File: config.mk
export PLATFORM = sky130hd
export DESIGN_NAME = weekday_alarm_clock
export DESIGN_NICKNAME = d
export VERILOG_FILES = /design/src/wac_pkg.sv /design/src/weekday_alarm_clock.sv /design/src/wac_front.sv /design/src/wac_fifo.sv /design/src/wac_back.sv
export SDC_FILE = /design/constraint.sdc
export NUM_CORES = 1
export LEC_CHECK = 0
export BUFFER_PORTS_ARGS = -buffer_cell sky130_fd_sc_hd__buf_2
export CAP_MARGIN = 25
export CORE_MARGIN = 4
export CORE_UTILIZATION = 61
export CTS_CLUSTER_DIAMETER = 30
export DETAILED_ROUTE_END_ITERATION = 16
export GPL_TIMING_DRIVEN = 0
export PLACE_DENSITY = 0.84
export SYNTH_ARGS = -nofsm -noshare
export SYNTH_HDL_FRONTEND = slang
export SYNTH_SLANG_ARGS = --single-unit
File: constraint.sdc
create_clock -name clk -period 5.2 [get_ports clk]
set_input_delay 1.3 -clock clk [delete_from_list [all_inputs] [get_ports clk]]
set_output_delay 1.3 -clock clk [all_outputs]
set_load 0.03 [all_outputs]
File: src/wac_pkg.sv
// shared types, constants and helpers for the weekday alarm clock
// no dependencies; imported by every module of the block
`default_nettype none

package wac_pkg;

    // ticks that make up one second
    localparam int TICKS_PER_SECOND = 1000;
    localparam int MS_W = (TICKS_PER_SECOND > 1) ? $clog2(TICKS_PER_SECOND) : 1;

    // command queue between front and back
    localparam int FIFO_DEPTH = 4;
    localparam int FIFO_AW    = $clog2(FIFO_DEPTH);

    // request kinds
    localparam logic [1:0] REQ_TICK  = 2'd0;
    localparam logic [1:0] REQ_SYNC  = 2'd1;
    localparam logic [1:0] REQ_ARM   = 2'd2;
    localparam logic [1:0] REQ_CLEAR = 2'd3;

    // register indexes on the config port
    localparam logic [1:0] REG_ALARM_HOUR   = 2'd0;
    localparam logic [1:0] REG_ALARM_MINUTE = 2'd1;
    localparam logic [1:0] REG_REPEAT_MASK  = 2'd2;
    localparam logic [1:0] REG_ALARM_ACTION = 2'd3;

    // classified command, sync fields already reduced
    typedef struct packed {
        logic [1:0] kind;
        logic [4:0] hour;
        logic [5:0] minute;
        logic [5:0] second;
        logic [2:0] weekday;
    } cmd_t;

    // alarm configuration
    typedef struct packed {
        logic [4:0] alarm_hour;
        logic [5:0] alarm_minute;
        logic [6:0] repeat_mask;
        logic [7:0] alarm_action;
    } cfg_t;

    // 8-bit value modulo 24 by restoring subtraction
    function automatic logic [4:0] mod24(input logic [7:0] x);
        logic [7:0] r;
        r = x;
        if (r >= 8'd192) r = r - 8'd192;
        if (r >= 8'd96)  r = r - 8'd96;
        if (r >= 8'd48)  r = r - 8'd48;
        if (r >= 8'd24)  r = r - 8'd24;
        return r[4:0];
    endfunction

    // 8-bit value modulo 60
    function automatic logic [5:0] mod60(input logic [7:0] x);
        logic [7:0] r;
        r = x;
        if (r >= 8'd240) r = r - 8'd240;
        if (r >= 8'd120) r = r - 8'd120;
        if (r >= 8'd60)  r = r - 8'd60;
        return r[5:0];
    endfunction

    // 8-bit value modulo 7
    function automatic logic [2:0] mod7(input logic [7:0] x);
        logic [7:0] r;
        r = x;
        if (r >= 8'd224) r = r - 8'd224;
        if (r >= 8'd112) r = r - 8'd112;
        if (r >= 8'd56)  r = r - 8'd56;
        if (r >= 8'd28)  r = r - 8'd28;
        if (r >= 8'd14)  r = r - 8'd14;
        if (r >= 8'd7)   r = r - 8'd7;
        return r[2:0];
    endfunction

endpackage

`default_nettype wire

File: src/weekday_alarm_clock.sv
// an accepted item is held in the command queue, then its result in the output register;
// the result is valid once that register is loaded and is taken when m_tready is high
// throughput: one item per cycle; the back end retires one command per cycle while
// m_tready allows; the 4-entry command queue lets input and output stall independently
// reset (rst_n, async, active low) clears time, sync, arm and queue state
// and the alarm registers; no clearing pass, items are taken right after reset
// top level: config registers, front end, command queue, back end; depends on wac_pkg
`default_nettype none

module weekday_alarm_clock
    import wac_pkg::*;
(
    input  wire logic        clk,
    input  wire logic        rst_n,
    // input stream
    input  wire logic        s_tvalid,
    output logic             s_tready,
    input  wire logic [31:0] s_tdata,   // set_hour, set_minute, set_second, set_weekday
    input  wire logic [1:0]  s_tuser,   // req_type
    // result stream
    output logic             m_tvalid,
    input  wire logic        m_tready,
    output logic [31:0]      m_tdata,   // fired, fired_action, now_hour, now_minute,
                                        // now_second, now_weekday, time_valid, zero pad
    // config port
    input  wire logic        psel,
    input  wire logic        penable,
    input  wire logic        pwrite,
    input  wire logic [3:0]  paddr,
    input  wire logic [31:0] pwdata,
    output logic [31:0]      prdata,
    output logic             pready
);

    cfg_t cfg_reg;
    cfg_t cfg_next;
    logic cfg_wr;
    logic q_push;
    logic q_full;
    logic q_pop;
    logic q_not_empty;
    cmd_t push_cmd;
    cmd_t head_cmd;

    // register file
    assign pready = 1'b1;
    assign cfg_wr = psel && penable && pwrite && pready;

    always_comb
    begin
        cfg_next = cfg_reg;
        case (paddr[3:2])
            REG_ALARM_HOUR:   cfg_next.alarm_hour   = pwdata[4:0];
            REG_ALARM_MINUTE: cfg_next.alarm_minute = pwdata[5:0];
            REG_REPEAT_MASK:  cfg_next.repeat_mask  = pwdata[6:0];
            REG_ALARM_ACTION: cfg_next.alarm_action = pwdata[7:0];
            default:          cfg_next = cfg_reg;
        endcase
    end

    always_ff @(posedge clk or negedge rst_n)
    begin
        if (!rst_n)
            cfg_reg <= '0;
        else if (cfg_wr)
            cfg_reg <= cfg_next;
    end

    // read back
    always_comb
    begin
        case (paddr[3:2])
            REG_ALARM_HOUR:   prdata = {27'd0, cfg_reg.alarm_hour};
            REG_ALARM_MINUTE: prdata = {26'd0, cfg_reg.alarm_minute};
            REG_REPEAT_MASK:  prdata = {25'd0, cfg_reg.repeat_mask};
            REG_ALARM_ACTION: prdata = {24'd0, cfg_reg.alarm_action};
            default:          prdata = '0;
        endcase
    end

    wac_front u_front (
        .s_tvalid (s_tvalid),
        .s_tready (s_tready),
        .s_tdata  (s_tdata),
        .s_tuser  (s_tuser),
        .q_full   (q_full),
        .q_push   (q_push),
        .q_cmd    (push_cmd)
    );

    wac_fifo u_fifo (
        .clk       (clk),
        .rst_n     (rst_n),
        .push      (q_push),
        .push_cmd  (push_cmd),
        .full      (q_full),
        .pop       (q_pop),
        .not_empty (q_not_empty),
        .head_cmd  (head_cmd)
    );

    wac_back u_back (
        .clk         (clk),
        .rst_n       (rst_n),
        .cfg         (cfg_reg),
        .q_not_empty (q_not_empty),
        .q_cmd       (head_cmd),
        .q_pop       (q_pop),
        .m_tvalid    (m_tvalid),
        .m_tready    (m_tready),
        .m_tdata     (m_tdata)
    );

endmodule

`default_nettype wire

File: src/wac_front.sv
// front end: accepts items and classifies them into commands
// depends on wac_pkg
`default_nettype none

module wac_front
    import wac_pkg::*;
(
    input  wire logic        s_tvalid,
    output logic             s_tready,
    input  wire logic [31:0] s_tdata,   // set_hour, set_minute, set_second, set_weekday
    input  wire logic [1:0]  s_tuser,   // req_type
    input  wire logic        q_full,
    output logic             q_push,
    output cmd_t             q_cmd
);

    // accept whenever the queue has room
    assign s_tready = !q_full;
    assign q_push   = s_tvalid && !q_full;

    // reduce the sync fields up front so the back end only loads them
    always_comb
    begin
        q_cmd.kind    = s_tuser;
        q_cmd.hour    = mod24(s_tdata[7:0]);
        q_cmd.minute  = mod60(s_tdata[15:8]);
        q_cmd.second  = mod60(s_tdata[23:16]);
        q_cmd.weekday = mod7(s_tdata[31:24]);
    end

endmodule

`default_nettype wire

File: src/wac_fifo.sv
// short command queue between front and back end
// depends on wac_pkg
`default_nettype none

module wac_fifo
    import wac_pkg::*;
(
    input  wire logic clk,
    input  wire logic rst_n,
    input  wire logic push,
    input  wire cmd_t push_cmd,
    output logic      full,
    input  wire logic pop,
    output logic      not_empty,
    output cmd_t      head_cmd
);

    cmd_t                 mem_reg [FIFO_DEPTH];
    logic [FIFO_AW-1:0]   wr_ptr_reg, wr_ptr_next;
    logic [FIFO_AW-1:0]   rd_ptr_reg, rd_ptr_next;
    logic [FIFO_AW:0]     count_reg, count_next;

    assign full      = (count_reg == (FIFO_AW + 1)'(FIFO_DEPTH));
    assign not_empty = (count_reg != '0);
    assign head_cmd  = mem_reg[rd_ptr_reg];

    // pointer and count update
    always_comb
    begin
        wr_ptr_next = push ? wr_ptr_reg + 1'b1 : wr_ptr_reg;
        rd_ptr_next = pop ? rd_ptr_reg + 1'b1 : rd_ptr_reg;
        count_next  = count_reg;
        if (push && !pop)
            count_next = count_reg + 1'b1;
        else if (pop && !push)
            count_next = count_reg - 1'b1;
    end

    always_ff @(posedge clk or negedge rst_n)
    begin
        if (!rst_n)
        begin
            wr_ptr_reg <= '0;
            rd_ptr_reg <= '0;
            count_reg  <= '0;
        end
        else
        begin
            wr_ptr_reg <= wr_ptr_next;
            rd_ptr_reg <= rd_ptr_next;
            count_reg  <= count_next;
        end
    end

    // storage
    always_ff @(posedge clk)
    begin
        if (push)
            mem_reg[wr_ptr_reg] <= push_cmd;
    end

endmodule

`default_nettype wire

File: src/wac_back.sv
// back end: time counters, alarm match and the output register
// depends on wac_pkg
`default_nettype none

module wac_back
    import wac_pkg::*;
(
    input  wire logic        clk,
    input  wire logic        rst_n,
    input  wire cfg_t        cfg,
    input  wire logic        q_not_empty,
    input  wire cmd_t        q_cmd,
    output logic             q_pop,
    output logic             m_tvalid,
    input  wire logic        m_tready,
    output logic [31:0]      m_tdata    // fired, fired_action, now_hour, now_minute,
                                        // now_second, now_weekday, time_valid, zero pad
);

    logic [MS_W-1:0] ms_reg, ms_next;
    logic [5:0]      sec_reg, sec_next;
    logic [5:0]      min_reg, min_next;
    logic [4:0]      hour_reg, hour_next;
    logic [2:0]      wd_reg, wd_next;
    logic            synced_reg, synced_next;
    logic            armed_reg, armed_next;
    logic            ftm_reg, ftm_next;
    logic            fire;
    logic            out_valid_reg, out_valid_next;
    logic [31:0]     out_data_reg, out_data_next;
    logic [4:0]      alarm_hour_red;
    logic [5:0]      alarm_min_red;

    // take the head command when the output register frees up
    assign q_pop = q_not_empty && (!out_valid_reg || m_tready);

    // alarm registers reduced before the compare
    assign alarm_hour_red = (cfg.alarm_hour >= 5'd24) ? cfg.alarm_hour - 5'd24
                                                      : cfg.alarm_hour;
    assign alarm_min_red  = (cfg.alarm_minute >= 6'd60) ? cfg.alarm_minute - 6'd60
                                                        : cfg.alarm_minute;

    // command execution
    always_comb
    begin
        ms_next     = ms_reg;
        sec_next    = sec_reg;
        min_next    = min_reg;
        hour_next   = hour_reg;
        wd_next     = wd_reg;
        synced_next = synced_reg;
        armed_next  = armed_reg;
        ftm_next    = ftm_reg;
        fire        = 1'b0;
        case (q_cmd.kind)
            REQ_TICK:
            begin
                if (synced_reg)
                begin
                    // cascaded counters
                    if (ms_reg == MS_W'(TICKS_PER_SECOND - 1))
                    begin
                        ms_next = '0;
                        if (sec_reg == 6'd59)
                        begin
                            sec_next = 6'd0;
                            ftm_next = 1'b0;
                            if (min_reg == 6'd59)
                            begin
                                min_next = 6'd0;
                                if (hour_reg == 5'd23)
                                begin
                                    hour_next = 5'd0;
                                    wd_next   = (wd_reg == 3'd6) ? 3'd0 : wd_reg + 3'd1;
                                end
                                else
                                    hour_next = hour_reg + 5'd1;
                            end
                            else
                                min_next = min_reg + 6'd1;
                        end
                        else
                            sec_next = sec_reg + 6'd1;
                    end
                    else
                        ms_next = ms_reg + 1'b1;

                    // alarm match on the advanced time
                    if (armed_reg && !ftm_next && hour_next == alarm_hour_red &&
                        min_next == alarm_min_red &&
                        (cfg.repeat_mask == '0 || cfg.repeat_mask[wd_next]))
                    begin
                        fire     = 1'b1;
                        ftm_next = 1'b1;
                        if (cfg.repeat_mask == '0)
                            armed_next = 1'b0;
                    end
                end
            end
            REQ_SYNC:
            begin
                if (q_cmd.hour != hour_reg || q_cmd.minute != min_reg)
                    ftm_next = 1'b0;
                hour_next   = q_cmd.hour;
                min_next    = q_cmd.minute;
                sec_next    = q_cmd.second;
                wd_next     = q_cmd.weekday;
                ms_next     = '0;
                synced_next = 1'b1;
            end
            REQ_ARM:
                armed_next = 1'b1;
            REQ_CLEAR:
                armed_next = 1'b0;
            default:
                armed_next = armed_reg;
        endcase
    end

    // result packing and output register
    always_comb
    begin
        out_data_next = {2'b00, synced_next,
                         synced_next ? wd_next   : 3'd0,
                         synced_next ? sec_next  : 6'd0,
                         synced_next ? min_next  : 6'd0,
                         synced_next ? hour_next : 5'd0,
                         fire ? cfg.alarm_action : 8'd0,
                         fire};
        if (q_pop)
            out_valid_next = 1'b1;
        else if (m_tready)
            out_valid_next = 1'b0;
        else
            out_valid_next = out_valid_reg;
    end

    always_ff @(posedge clk or negedge rst_n)
    begin
        if (!rst_n)
        begin
            ms_reg        <= '0;
            sec_reg       <= '0;
            min_reg       <= '0;
            hour_reg      <= '0;
            wd_reg        <= '0;
            synced_reg    <= 1'b0;
            armed_reg     <= 1'b0;
            ftm_reg       <= 1'b0;
            out_valid_reg <= 1'b0;
        end
        else
        begin
            out_valid_reg <= out_valid_next;
            if (q_pop)
            begin
                ms_reg     <= ms_next;
                sec_reg    <= sec_next;
                min_reg    <= min_next;
                hour_reg   <= hour_next;
                wd_reg     <= wd_next;
                synced_reg <= synced_next;
                armed_reg  <= armed_next;
                ftm_reg    <= ftm_next;
            end
        end
    end

    always_ff @(posedge clk)
    begin
        if (q_pop)
            out_data_reg <= out_data_next;
    end

    assign m_tvalid = out_valid_reg;
    assign m_tdata  = out_data_reg;

    // a firing needs a synced, armed clock
    assert property (@(posedge clk) disable iff (!rst_n)
        (q_pop && fire) |-> (armed_reg && synced_reg))
        else $error("alarm fired while disarmed or unsynced");

    // a firing blocks the rest of the minute
    assert property (@(posedge clk) disable iff (!rst_n)
        (q_pop && fire) |=> ftm_reg)
        else $error("fired flag not set after firing");

    // one-shot alarm disarms itself
    assert property (@(posedge clk) disable iff (!rst_n)
        (q_pop && fire && cfg.repeat_mask == '0) |=> !armed_reg)
        else $error("one-shot alarm still armed");

    // time counters stay in range
    assert property (@(posedge clk) disable iff (!rst_n)
        (hour_reg < 5'd24) && (min_reg < 6'd60) && (sec_reg < 6'd60) && (wd_reg < 3'd7))
        else $error("time counter out of range");

endmodule

`default_nettype wire

==> run summary <==
Status = finished, final reports clean
Via density = 6.09
Maxcap violations = 0
Final count of hold timing violations = 0
Clk root buf = clkbuf_16
Worst-Skew Late Latency = 0.44 ns
Setup violators final = 0
Fraction of layout cells with a size suffix above 1 = 26.0%
Area of the multi-input gates = 4880 sq um
Initial antenna violation count = 0
CTS buffer count = 17
Fin crit period = 5.14 ns
Core region area = 16500 sq um
Mapped cell area = 10300 sq um
Worst VDD drop = 0.000342 V
Die Area = 19000 sq um
Gpl congestion = 0.950
Sink Count = 185
Worst flop-to-flop path endpoint = u_back.ftm_reg
IO Count = 144
Vert. Die Dim = 138 microns
Placed cell area = 11300 sq um
Max FO, Critical Path = 8
Worst Path Required = 5.38 ns
Layout fillers = 1116
Hold Path Stages = 2
Vias in the first global route = 7310
Synth Instances = 883
Placed insts = 1223
Via count = 7697
Largest net degree at the start of global routing = 68
CP arrival = 5.31 ns
Worst slew pin tran = 0.974 ns
Routed Antenna Nets = 0
Final WL = 23.8 mm
EDFF count, synth = 118
Synth-to-Final Area Change = 17.4%
# diodes = 0
Power density cells = 546 nW/um^2
Asr flop ratio synth = 36.2%
Post-route insts no fill = 1263
Clock skew = 0.0129 ns
Synth warn = 0
First-pass GRT wire length = 38.0 mm
Critical path type = in -> reg
Congestion Overflow GR = 0
Initial Utilization = 62.2%
Post-DP HPWL = 16.8 mm
Maximum root-to-sink buffer count = 2
# nets final = 1132
Max reg flops = 88
WL/cell = 18.8 microns
Drt first pass iters = 5
Post-synthesis register bit count = 185
FF+latch area = 5220 sq um
P_leak = 4.81 nW
Final number of max-transition violations = 0
First DRT Iteration DRCs = 783
Number of H-tree levels = 4
Ys flop type = edfxtp_1
Clock slew at reported path FFs = 0.07 ns
Rel. slew slack = 34.8%
Port Buf Inserts = 90
Fmax = 195 MHz
Worst Hold Path EP = u_back.m_tvalid
FF-to-FF path depth = 12
Post-synth top area share = 34.5%
DRC viols = 0
CTS Hold Bufs = 0
Die W = 138 microns
Commonest non-fill, non-tap cells in the layout = edfxtp_1 (118), buf_2 (94), nand2_1 (82), dfrtp_1 (67), nor2_1 (60)
CP endpoint kind = flop
HP Class = reg -> reg
CTS tree = built
Fin crit share = 98.8%
Leading cell type in the layout, fill and taps excluded = edfxtp_1
Reg2reg start = u_back.sec_reg[1]
Finished Cell Area = 12100 sq um
Area contributors post-synth = edfxtp_1 (34%), dfrtp_1 (16%), mux4_2 (5.9%), mux2_2 (4.4%), nand2_1 (3.0%)
Synth cell types = 76
Synthesized area per cell = 11.6 sq um
Leading area contributor after synthesis = edfxtp_1
Critical Path Start Type = primary input
Row count = 47
HP Start = u_back.m_tvalid
Flop2flop setup slack = 1.14 ns
Gr usage total = 25.8%
Post-synthesis sequential area ratio = 50.8%
-- repair_timing --
item                                    CTS  global route
setup buffers                             1             7
gates resized for setup                   1            11
endpoints found under the setup margin    4            12
pin swaps                                 2            10
cloned                                    0             0
-- routing by layer --
layer  part of all wire, %  global-route usage (%)  vias to the layer above
li1                      -                       -                     3565
met5                     0                       0                        -
met2                    51                    42.6                      365
met3                   7.0                    4.97                       51
met4                   2.7                    9.99                        0
met1                    40                    33.8                     3716
-- kinds of logic after synthesis --
| kind of cell | count (synthesis) | synth area share [%] |
|---|---|---|
| and+or+nand+nor | 278 | 13.7 |
| muxes | 94 | 13.1 |
| xor gates and xnor gates | 51 | 4.35 |
| adders and majority gates | 25 | 3.12 |
| DFF | 185 | 50.8 |
| AOI/OAI and AO/OA | 168 | 10.7 |
| buffers and inverters | 80 | 4.12 |
| other | 2 | 0.0731 |
-- power by group --
| part | switching, W | total (W) | leakage (nW) | internal, W |
|---|---|---|---|---|
| registers | 0.000253 | 0.00236 | 1.92 | 0.00210 |
| clock network | 0.000557 | 0.00131 | 0.298 | 0.000755 |
| logic | 0.00178 | 0.00291 | 2.59 | 0.00113 |
-- cell usage after synthesis (all sizes together) (5+ instances only) --
cell type  instances
a21oi             30
a22oi              7
a31oi             10
and2               6
and3              23
buf               38
clkbuf            25
dfrtp             67
edfxtp           118
ha                24
inv               17
mux2              44
mux2i             23
mux4              27
nand2             83
nand2b             6
nand3             25
nand3b             6
nand4             13
nor2              61
nor2b              5
nor3              18
nor3b              9
nor4               5
o21ai             58
o22a               9
o22ai             15
o31ai              5
or3                6
xnor2             35
xor2              16
-- through the flow --
step | hold WS, ns | utilization [%] | setup TNS, ns | power (W) | setup WS (ns)
CTS | 0.499 | 72.0 | 0 | 0.00650 | 0.000344
global placement | 0.467 | 67.5 | -3.65 | 0.00501 | -0.413
global route | 0.515 | 73.0 | -0.701 | 0.00694 | -0.0867
detailed placement | 0.485 | 68.2 | -4.95 | 0.00518 | -0.472
finish | 0.500 | 73.0 | 0 | 0.00658 | 0.0638
floorplan | 0.464 | - | 0 | 0.00434 | 0.00567
-- final cells by class --
cell class | count | area share, %
multi-input combinational | 643 | 40.5
timing repair buffer | 104 | 5.44
inverter | 17 | 0.529
buffer | 62 | 2.94
clock buffer | 20 | 3.88
sequential | 185 | 43.3
clock inverter | 12 | 1.14
tap | 220 | 2.28
-- worst max-delay path: stages --
cell	delay [ns]
buf_2	0.15
ha_4	0.26
mux2_4	0.29
a22oi_2	0.21
xnor2_2	0.19
ha_4	0.23
o2111ai_4	0.16
nand2_8	0.14
xnor2_4	0.14
ha_4	0.18
nand2_1	0.06
a21o_2	0.22
and4b_1	0.20
a211oi_2	0.24
o211ai_2	0.16
a221oi_4	0.29
mux2_4	0.36
a21oi_4	0.17
mux2_4	0.34
-- worst max path at each step --
stage                     slack (ns)              endpoint  cells after the start        start
after floorplan                0.006  u_fifo.mem_reg[0][1]                     20  s_tdata[31]
after global placement         -0.41  u_fifo.mem_reg[1][1]                     24  s_tdata[31]
after detailed placement       -0.47  u_fifo.mem_reg[0][1]                     22  s_tdata[29]
after CTS                     0.0003  u_fifo.mem_reg[3][1]                     24  s_tdata[31]
after global routing           -0.09  u_fifo.mem_reg[3][1]                     19  s_tdata[30]
final                           0.06  u_fifo.mem_reg[3][1]                     19  s_tdata[29]
Note: power is estimated with default switching activity, not from simulation.
